## config.mk

```make
export PLATFORM = sky130hd
export DESIGN_NAME = status_led_blink_controller_unit
export DESIGN_NICKNAME = d
export VERILOG_FILES = /design/src/sv/slbc_pkg.sv /design/src/sv/status_led_blink_controller_unit.sv
export SDC_FILE = /design/constraint.sdc
export NUM_CORES = 1
export LEC_CHECK = 0
export BUFFER_PORTS_ARGS = -buffer_cell sky130_fd_sc_hd__buf_2
export CAP_MARGIN = 0
export CORE_ASPECT_RATIO = 1.1
export CORE_UTILIZATION = 48
export CTS_BUF_LIST = sky130_fd_sc_hd__clkbuf_8
export DETAILED_ROUTE_END_ITERATION = 7
export GPL_ROUTABILITY_DRIVEN = 0
export SYNTH_ARGS = -nofsm -noshare
export SYNTH_HDL_FRONTEND = slang
export SYNTH_SLANG_ARGS = --single-unit
export TNS_END_PERCENT = 10
```

## constraint.sdc

```tcl
create_clock -name i_clk -period 9.2 [get_ports i_clk]
set_input_delay 0.46 -clock i_clk [delete_from_list [all_inputs] [get_ports i_clk]]
set_output_delay 0.46 -clock i_clk [all_outputs]
set_load 0.02 [all_outputs]
```

## src/sv/slbc_pkg.sv

```systemverilog
// Shared types, mode codes and register map for the status LED blink controller.
package slbc_pkg;

    localparam int unsigned NUM_LEDS   = 2;
    localparam int unsigned REG_WIDTH  = 16;
    localparam int unsigned NUM_REGS   = 8;
    localparam int unsigned REG_IDX_W  = 3;
    localparam int unsigned REGS_PER_LED = 4;

    localparam int unsigned IDX_GREEN = 0;
    localparam int unsigned IDX_RED   = 1;

    // Per-LED register offsets within a group of four
    localparam logic [1:0] OFS_SLOW_ON     = 2'd0;
    localparam logic [1:0] OFS_SLOW_PERIOD = 2'd1;
    localparam logic [1:0] OFS_FAST_ON     = 2'd2;
    localparam logic [1:0] OFS_FAST_PERIOD = 2'd3;

    localparam logic [REG_WIDTH-1:0] RST_SLOW_ON     = 16'd50;
    localparam logic [REG_WIDTH-1:0] RST_SLOW_PERIOD = 16'd100;
    localparam logic [REG_WIDTH-1:0] RST_FAST_ON     = 16'd10;
    localparam logic [REG_WIDTH-1:0] RST_FAST_PERIOD = 16'd20;

    // LED mode codes
    localparam logic [3:0] MODE_OFF     = 4'd0;
    localparam logic [3:0] MODE_ON      = 4'd1;
    localparam logic [3:0] MODE_SLOW    = 4'd2;
    localparam logic [3:0] MODE_SLOW_X1 = 4'd3;
    localparam logic [3:0] MODE_SLOW_X3 = 4'd5;
    localparam logic [3:0] MODE_FAST    = 4'd6;
    localparam logic [3:0] MODE_FAST_X1 = 4'd7;
    localparam logic [3:0] MODE_FAST_X3 = 4'd9;

    // System state codes
    localparam logic [2:0] ST_POWER_ON      = 3'd0;
    localparam logic [2:0] ST_INITED        = 3'd1;
    localparam logic [2:0] ST_WORKING       = 3'd2;
    localparam logic [2:0] ST_RECONNECT     = 3'd3;
    localparam logic [2:0] ST_POWER_OFF     = 3'd4;
    localparam logic [2:0] ST_UPDATE_FAILED = 3'd5;
    localparam logic [2:0] ST_UPDATE_OK     = 3'd6;
    localparam logic [2:0] ST_SHUTDOWN      = 3'd7;

    // Input word, first field in the highest bits
    typedef struct packed {
        logic [1:0] pad;
        logic [3:0] red_mode_value;
        logic       red_mode_write;
        logic [3:0] green_mode_value;
        logic       green_mode_write;
        logic [2:0] new_state;
        logic       state_write;
    } t_in_word;

    // Result word, first field in the highest bits
    typedef struct packed {
        logic [5:0] pad;
        logic [3:0] red_mode_now;
        logic [3:0] green_mode_now;
        logic       red_on;
        logic       green_on;
    } t_out_word;

    // Green mode picked by a system state change
    function automatic logic [3:0] state_to_mode(input logic [2:0] st);
        logic [3:0] m;
        case (st)
            ST_INITED:        m = MODE_SLOW;
            ST_WORKING:       m = MODE_ON;
            ST_RECONNECT:     m = MODE_FAST;
            ST_POWER_OFF:     m = MODE_FAST_X3;
            ST_UPDATE_FAILED: m = MODE_FAST_X3;
            ST_UPDATE_OK:     m = MODE_ON;
            default:          m = MODE_OFF;
        endcase
        return m;
    endfunction

endpackage

```

## src/sv/status_led_blink_controller_unit.sv

```systemverilog
// Two-LED status blink controller: one tick per input word, one result word per tick.
// The result word is registered: the input register holds the accepted word, then the
//   tick logic writes state and the result register together.
// Throughput: one word per cycle while the result side keeps up; a stalled result word
//   holds the tick waiting in the input register, so at most two words are in flight.
// Reset: synchronous, active low; clears handshake state, LED state and loads the
//   default flash timing registers.
module status_led_blink_controller_unit
    import slbc_pkg::*;
#(
    parameter int unsigned COUNT_WIDTH = 16
) (
    input  logic                 i_clk,
    input  logic                 i_rst_n,
    // Config write port, index = register number 0..7
    input  logic                 i_cfg_we,
    input  logic [REG_IDX_W-1:0] i_cfg_idx,
    input  logic [REG_WIDTH-1:0] i_cfg_wdata,
    // Tick words in
    input  logic                 i_s_axis_tvalid,
    output logic                 o_s_axis_tready,
    // [0] state_write, [3:1] new_state, [4] green_mode_write, [8:5] green_mode_value,
    // [9] red_mode_write, [13:10] red_mode_value, [15:14] zero
    input  logic [15:0]          i_s_axis_tdata,
    // Result words out
    output logic                 o_m_axis_tvalid,
    input  logic                 i_m_axis_tready,
    // [0] green_on, [1] red_on, [5:2] green_mode_now, [9:6] red_mode_now, [15:10] zero
    output logic [15:0]          o_m_axis_tdata
);

    // Compare width: counter and timing registers are both zero-extended to this
    localparam int unsigned CMP_W = (COUNT_WIDTH > REG_WIDTH) ? COUNT_WIDTH : REG_WIDTH;

    // Timing registers, [led][offset]
    logic [REG_WIDTH-1:0] r_cfg [NUM_LEDS][REGS_PER_LED];

    // Input register
    logic     r_in_valid;
    t_in_word r_in;

    // Result register
    logic      r_out_valid;
    t_out_word r_out, n_out;

    // Tick state
    logic [2:0]             r_sys, n_sys;
    logic [2:0]             r_sys_prev, n_sys_prev;
    logic [3:0]             r_mode      [NUM_LEDS];
    logic [3:0]             n_mode      [NUM_LEDS];
    logic [3:0]             r_mode_prev [NUM_LEDS];
    logic [3:0]             n_mode_prev [NUM_LEDS];
    logic [COUNT_WIDTH-1:0] r_cnt       [NUM_LEDS];
    logic [COUNT_WIDTH-1:0] n_cnt       [NUM_LEDS];
    logic [1:0]             r_blinks    [NUM_LEDS];
    logic [1:0]             n_blinks    [NUM_LEDS];
    logic                   r_level     [NUM_LEDS];
    logic                   n_level     [NUM_LEDS];

    // A tick is processed when the input register is full and the result slot frees up
    logic advance;
    assign advance         = r_in_valid && (!r_out_valid || i_m_axis_tready);
    assign o_s_axis_tready = !r_in_valid || advance;
    assign o_m_axis_tvalid = r_out_valid;
    assign o_m_axis_tdata  = r_out;

    // Config registers
    always_ff @(posedge i_clk) begin
        if (!i_rst_n) begin
            for (int l = 0; l < NUM_LEDS; l++) begin
                r_cfg[l][OFS_SLOW_ON]     <= RST_SLOW_ON;
                r_cfg[l][OFS_SLOW_PERIOD] <= RST_SLOW_PERIOD;
                r_cfg[l][OFS_FAST_ON]     <= RST_FAST_ON;
                r_cfg[l][OFS_FAST_PERIOD] <= RST_FAST_PERIOD;
            end
        end else if (i_cfg_we) begin
            // Top index bit picks the LED, low two bits the register in its group
            r_cfg[i_cfg_idx[REG_IDX_W-1]][i_cfg_idx[1:0]] <= i_cfg_wdata;
        end
    end

    // Input register
    always_ff @(posedge i_clk) begin
        if (!i_rst_n) begin
            r_in_valid <= 1'b0;
        end else if (o_s_axis_tready) begin
            r_in_valid <= i_s_axis_tvalid;
        end
    end

    always_ff @(posedge i_clk) begin
        if (o_s_axis_tready && i_s_axis_tvalid) begin
            r_in <= t_in_word'(i_s_axis_tdata);
        end
    end

    // Tick logic
    always_comb begin : tick
        logic [3:0]       m;
        logic             fast;
        logic             burst;
        logic [CMP_W-1:0] cnt_x;
        logic [CMP_W-1:0] on_x;
        logic [CMP_W-1:0] per_x;

        // System state record
        n_sys      = r_in.state_write ? r_in.new_state : r_sys;
        n_sys_prev = r_in.state_write ? r_sys : r_sys_prev;

        // Direct mode writes
        n_mode[IDX_GREEN] = r_in.green_mode_write ? r_in.green_mode_value : r_mode[IDX_GREEN];
        n_mode[IDX_RED]   = r_in.red_mode_write   ? r_in.red_mode_value   : r_mode[IDX_RED];

        // A fresh system state overrides the green mode; power-on and shutdown don't
        if (n_sys inside {[ST_INITED:ST_UPDATE_OK]} && n_sys != n_sys_prev) begin
            n_mode[IDX_GREEN] = state_to_mode(n_sys);
            n_sys_prev        = n_sys;
        end

        for (int l = 0; l < NUM_LEDS; l++) begin
            m              = n_mode[l];
            n_mode_prev[l] = r_mode_prev[l];
            n_cnt[l]       = r_cnt[l];
            n_blinks[l]    = r_blinks[l];
            n_level[l]     = r_level[l];
            cnt_x          = '0;
            fast           = (m >= MODE_FAST);
            burst          = (m != MODE_SLOW) && (m != MODE_FAST);
            on_x  = CMP_W'(fast ? r_cfg[l][OFS_FAST_ON]     : r_cfg[l][OFS_SLOW_ON]);
            per_x = CMP_W'(fast ? r_cfg[l][OFS_FAST_PERIOD] : r_cfg[l][OFS_SLOW_PERIOD]);

            if (m > MODE_FAST_X3) begin
                // Unknown code: drop to off, nothing else this tick
                n_mode[l] = MODE_OFF;
            end else begin
                // Mode entry
                if (m != r_mode_prev[l]) begin
                    n_mode_prev[l] = m;
                    n_cnt[l]       = '0;
                    if (m inside {[MODE_SLOW_X1:MODE_SLOW_X3]}) begin
                        n_blinks[l] = 2'(m - MODE_SLOW);
                    end else if (m inside {[MODE_FAST_X1:MODE_FAST_X3]}) begin
                        n_blinks[l] = 2'(m - MODE_FAST);
                    end
                end

                cnt_x = CMP_W'(n_cnt[l]);
                if (m == MODE_OFF) begin
                    n_level[l] = 1'b0;
                end else if (m == MODE_ON) begin
                    n_level[l] = 1'b1;
                end else if (cnt_x == '0) begin
                    n_level[l] = 1'b1;
                    n_cnt[l]   = n_cnt[l] + 1'b1;
                end else if (cnt_x == on_x) begin
                    n_level[l] = 1'b0;
                    n_cnt[l]   = n_cnt[l] + 1'b1;
                end else if (cnt_x >= per_x) begin
                    // Period wrap; a burst counts down and ends in off
                    n_cnt[l] = '0;
                    if (burst) begin
                        n_blinks[l] = n_blinks[l] - 2'd1;
                        if (n_blinks[l] == 2'd0) begin
                            n_mode[l] = MODE_OFF;
                        end
                    end
                end else begin
                    n_cnt[l] = n_cnt[l] + 1'b1;
                end
            end
        end

        n_out                = '0;
        n_out.green_on       = n_level[IDX_GREEN];
        n_out.red_on         = n_level[IDX_RED];
        n_out.green_mode_now = n_mode[IDX_GREEN];
        n_out.red_mode_now   = n_mode[IDX_RED];
    end

    // State and result register
    always_ff @(posedge i_clk) begin
        if (!i_rst_n) begin
            r_sys       <= ST_POWER_ON;
            r_sys_prev  <= ST_POWER_ON;
            r_out_valid <= 1'b0;
            for (int l = 0; l < NUM_LEDS; l++) begin
                r_cnt[l]    <= '0;
                r_blinks[l] <= '0;
                r_level[l]  <= 1'b0;
            end
            r_mode[IDX_GREEN]      <= MODE_OFF;
            r_mode[IDX_RED]        <= MODE_ON;
            r_mode_prev[IDX_GREEN] <= MODE_OFF;
            r_mode_prev[IDX_RED]   <= MODE_ON;
        end else begin
            if (advance) begin
                r_sys       <= n_sys;
                r_sys_prev  <= n_sys_prev;
                r_out_valid <= 1'b1;
                for (int l = 0; l < NUM_LEDS; l++) begin
                    r_mode[l]      <= n_mode[l];
                    r_mode_prev[l] <= n_mode_prev[l];
                    r_cnt[l]       <= n_cnt[l];
                    r_blinks[l]    <= n_blinks[l];
                    r_level[l]     <= n_level[l];
                end
            end else if (i_m_axis_tready) begin
                r_out_valid <= 1'b0;
            end
        end
    end

    always_ff @(posedge i_clk) begin
        if (advance) begin
            r_out <= n_out;
        end
    end

endmodule

```

# ---- Word level (Yosys, flattened, before mapping)
# Memories as Yosys holds them, arrays and structs flattened.
# Cells that the tools add are included.
dict set report word_totals {
  inputBits 40
  out_inout_bits 18
  mem_count 6
  mem_bits_rw 182
  regBits 32
  word_cells 202
}
# name words word_bits rd rd_ports_with_merged_regs write_ports line_no
set memory_table {}
lappend memory_table {r_cfg 2 64 2 0 2 status_led_blink_controller_unit.sv:36} ;# logic [REG_WIDTH-1:0] r_cfg [NUM_LEDS][REGS_PER_LED];
lappend memory_table {r_cnt 2 16 2 0 2 status_led_blink_controller_unit.sv:53} ;# logic [COUNT_WIDTH-1:0] r_cnt [NUM_LEDS];
lappend memory_table {r_mode 2 4 2 0 2 status_led_blink_controller_unit.sv:49} ;# logic [3:0] r_mode [NUM_LEDS];
lappend memory_table {r_mode_prev 2 4 2 0 2 status_led_blink_controller_unit.sv:51} ;# logic [3:0] r_mode_prev [NUM_LEDS];
lappend memory_table {r_blinks 2 2 2 0 2 status_led_blink_controller_unit.sv:55} ;# logic [1:0] r_blinks [NUM_LEDS];
lappend memory_table {r_level 2 1 2 0 2 status_led_blink_controller_unit.sv:57} ;# logic r_level [NUM_LEDS];
dict set report op_classes {
  muxes 103
  eq_ne 17
  reduce_logical 25
  add_sub_neg 8
  bitwise 11
  order_cmp 18
}
# operator count
set op_table {}
lappend op_table {{2-to-1 mux 16 bit} 23}
lappend op_table {{2-to-1 mux 64 bit} 3}
lappend op_table {{2-to-1 mux 4 bit} 27}
lappend op_table {{OR reduction 64 bit} 1}
lappend op_table {{2-to-1 mux 2 bit} 24}
lappend op_table {{adder 16 x 1 -> 16 bit (second input constant)} 2}
lappend op_table {{demux 16 bit (select 2 bit)} 1}
lappend op_table {{== test 16 bit} 2}
lappend op_table {{>= comparator 16 bit} 2}
lappend op_table {{zero test 16 bit} 2}
lappend op_table {{2-to-1 mux 1 bit} 21}
lappend op_table {{>= comparator 4 x 3 -> 1 bit (second input constant)} 4}
lappend op_table {{one-hot mux 4 bit (4 select lines)} 1}
lappend op_table {{logical AND 1 bit} 11}
lappend op_table {{OR 1 bit} 10}
lappend op_table {{== test 3 bit (second input constant)} 3}
lappend op_table {{2-to-1 mux 3 bit} 3}
lappend op_table {{== test 4 x 1 -> 1 bit (second input constant)} 2}
lappend op_table {{>= comparator 4 x 2 -> 1 bit (second input constant)} 2}
lappend op_table {{> comparator 4 bit (second input constant)} 2}
lappend op_table {{<= comparator 4 x 3 -> 1 bit (second input constant)} 2}
lappend op_table {{<= comparator 4 bit (second input constant)} 2}
lappend op_table {{zero test 4 bit} 2}
lappend op_table {{!= test 4 x 2 -> 1 bit (second input constant)} 2}
lappend op_table {{17 further kinds} 28}

# ---- Logic depth before layout (Yosys ltp)
dict set report depth {
  word_depth 22
  mapped_depth 27
  ltp_nobuf 21
}

# ---- Worst setup path before layout
# OpenSTA, ideal clock, no wires.
dict set report synth_timing {
  path_kind {reg-to-reg}
  from {register r_in[0] (netlist bit)}
  to {memory r_mode[0][0] (data pin)}
  path_stages_with_launch 25
  required_ns 9.010
  path_buffers 3
  setup_ns 0.190
  synth_period_minus_slack_ns 5.328
  slack_ns 3.872
  arrival_ns 5.138
  path_cell_list {edfxtp_1 -> buf_6 -> mux2i_4 -> xor2_1 -> a31oi_1 -> o211ai_1 -> xnor2_1 -> o221ai_2 -> nor2_1 -> clkbuf_1 -> clkbuf_1 -> nand2_1 -> ha_1 -> nand2b_1 -> a21o_1 -> a21o_1 -> a21o_1 -> a21o_1 -> a21o_1 -> a21o_1 -> a211oi_1 -> nor4_1 -> o21ai_1 -> nor3b_2 -> a2111oi_2}
}
# item line_no
set synth_rtl {}
lappend synth_rtl {{start: declaration} status_led_blink_controller_unit.sv:40} ;# t_in_word r_in;
lappend synth_rtl {{start signal: assignment} status_led_blink_controller_unit.sv:93} ;# r_in <= t_in_word'(i_s_axis_tdata);
lappend synth_rtl {{end: declaration} status_led_blink_controller_unit.sv:49}

==> metrics.cfg <==
[run_status]
status = complete, no violations

[worst_setup_path]
critPathMaxFanout = 26
setup.worst_path.class = reg -> reg
critPathLaunchType = flop
cp_data_required_time_ps = 9430
worstSetupEndpointType = flop
worstPathArrival_ps = 6990

[final_layout]
syn_to_final_growth_pct = 9.20
fin_cells = 1489
n_fill_cell = 2244
drive_gt1_share_pct = 12.6
regArea_um2 = 6350
num_antenna_cells = 0
multiInputGateArea_um2 = 5570
final_nets = 1223

[placement]
place_ws_ps = 2520
hpwl_um = 19600
port_buffers = 49
place_inst = 1420

[floorplanning]
fp.dieH_um = 170
fp.dieW_um = 155
coreArea_um2 = 25200
start_util_pct = 48.8
rows = 61
io_pins = 58
die_area_um2 = 26200

[cts]
cts_setup_buffers = 0
tritoncts = built
clk_pin_slew_ps = 60
cts-buffers-inserted = 38
clockRootBuffer = clkbuf_8
htreeDepth = 2
ctsResizeCount = 0
clockBufferDepth = 3
clk_latency_ps = 530
numClockSinks = 214
holdBufCountCts = 0

[drt]
drtPass1Iterations = 5
ant_nets = 0
routed_wirelength_um = 28200
vias_per_cell = 5.68
drtIter0Drc = 596
drc = 0
num_vias = 8451
wire_per_inst_um = 18.9

[timing]
layout_setup_ws_ps = 2440
rsz0062_at_grt = no
max_slew_margin_pct = 25.1
hold_viol = 0
fin_crit_ps = 6760
worst_pin_slew_ps = 1120
setup-violations-final = 0
fin_crit_sh_pct = 73.5
max_freq_ghz = 0.148
maxSlewViolCount = 0
tns_ps = 0
whs_ps = 111
fin_skew_ps = 25.2

[synth]
synth_seq_area_share_pct = 51.6
ys_types = 75
synthArstFlopShare_pct = 0
syn_inst = 1101
synth-seq-cells = 214
netlist_area_um2 = 12300
syn_avg_cell_area_um2 = 11.2
synth_enable_flop_cells = 206
ys_warn_count = 0
synth_top_flop_cell = edfxtp_1

[grt]
grt_pass1_wl_um = 44400
overflow = 0
track_usage_pct = 22.0
antenna_found_initial = 0
grt_max_degree = 47
grt_pass1_vias = 8024

[power]
power.density_nw_per_um2 = 178
power.leakage_uw = 0.00516
peakVddDrop_mv = 0.106

[worst_hold_path]
hold_class = in -> reg

[job]
cap_violations = 0

-- state kept, by name, indices dropped and copies added (netlist names) --
signal / cells
r_mode: 8
r_cfg: 128
r_sys: 3
r_blinks: 4
r_mode_prev: 8
o_m_axis_tdata: 10
r_level: 2
o_m_axis_tvalid: 1
r_in_valid: 1
r_in: 14
r_sys_prev: 3
r_cnt: 32
-- final cells by class --
class	count	area share [%]
Sequential cell	214	47.3
Multi-Input combinational cell	802	41.5
Clock buffer	38	3.90
Tap cell	315	2.94
Timing Repair Buffer	63	2.61
Clock inverter	31	1.01
Inverter	26	0.727
-- power breakdown --
group,leakage (µW),internal [µW],switching [µW],total (µW)
sequential,0.00210,1140,49.9,1190
combinational,0.00267,159,253,413
clock,0.000379,388,388,776
-- layout by cell type, fill, tap and decap left out, types with 27 or more instances in the layout --
cell	Yosys	final
clkbuf_8	0	38
buf_2	8	49
and2_1	95	95
mux2i_1	57	57
and3_1	29	29
nand2b_1	30	30
xnor2_1	41	41
nor3_1	27	27
a21oi_1	28	28
nand2_1	68	68
nor2_1	83	83
edfxtp_1	206	206
ha_1	38	38
inv_1	26	38
o21ai_0	39	34
-- final timing paths --
path | startpoint | end | slack, ps | cells past startpoint
max reg2reg | r_in[0]$_DFFE_PP_ | r_cnt[0][7]$_SDFFCE_PN0P_ | 2440 | 20
min | i_s_axis_tdata[1] | r_in[1]$_DFFE_PP_ | 110 | 1
min reg2reg | r_sys_prev[2]$_SDFFE_PN0P_ | r_sys_prev[2]$_SDFFE_PN0P_ | 510 | 2
max | r_in[0]$_DFFE_PP_ | r_cnt[0][7]$_SDFFCE_PN0P_ | 2440 | 20
-- worst max-delay path, cell delays in order (launching register included) --
cell	delay [ps]
edfxtp_1	1010
mux2i_4	380
xor2_1	290
a32o_1	460
nand2_1	140
o31ai_2	230
o221ai_2	230
nor2_1	480
buf_4	320
and2_0	280
ha_1	180
a21o_1	100
a21o_1	110
a21o_1	120
a21o_1	110
a21o_1	110
a211oi_1	70
nor4_1	420
o21ai_1	310
o31ai_2	990
nor2_1	130
-- per-stage QoR --
stage / cell area [µm²] / total power, µW / util (%)
detailed placement: 12800 / 1620 / 50.7
CTS: 13400 / 2400 / 53.3
finish: 13400 / 2380 / 53.3
floorplan: 12300 / 1510 / -
global route: 13400 / 2500 / 53.3
global placement: 12800 / 1620 / 50.7
-- synth_stat cells (4+ instances only) --
master	n	area (µm²)
mux2i_1	57	571
o21ai_1	5	25.0
or3_1	5	31.3
nor2_1	83	312
clkbuf_1	38	143
nand3_1	25	125
a21o_1	17	128
a211oi_1	11	82.6
o22ai_1	5	31.3
or2_2	8	50.1
o32ai_1	9	78.8
xnor2_1	41	359
nand2_1	68	255
a21oi_1	28	140
nor4bb_1	6	60.1
nand2b_1	30	188
nand4_1	11	68.8
ha_1	38	475
o31ai_1	12	90.1
nor2b_1	7	43.8
edfxtp_1	206	6190
a311oi_1	4	35.0
and2_0	5	31.3
mux2_2	13	146
o211ai_1	4	30.0
xor2_1	18	158
nor4b_1	5	43.8
buf_1	4	15.0
nor3_1	27	135
buf_4	9	67.6
nor3b_1	8	60.1
buf_2	8	40.0
inv_1	26	97.6
and3_1	29	181
dfxtp_1	8	160
nand3b_1	5	37.5
and2_1	95	594
a22oi_1	6	45.0
nor4_1	9	56.3
a221oi_1	7	61.3
buf_6	5	56.3
o21ai_0	39	195
a31oi_1	6	37.5
-- metal layers --
metal | wire [µm] | up-vias | GRT usage, %
met2 | 12800 | 197 | 34.6
li1 | - | 4165 | -
met3 | 1280 | 34 | 3.45
met1 | 13600 | 4055 | 31.6
met5 | 0 | - | 0
met4 | 510 | 0 | 5.77
-- cell families (layout without fill, tap and decap cells) --
family          count (synthesis)  after routing  synth area share (%)
buf+inv                        90            158                  3.41
fa+ha+maj                      40             40                  4.03
mux                            76             76                  6.78
compound gates                181            181                  10.1
simple gates                  440            440                  19.7
flops                         214            214                  51.6
xor+xnor                       59             59                  4.21
other cells                     1              6                0.0305
No activity file was read; power rests on OpenSTA's default activity.
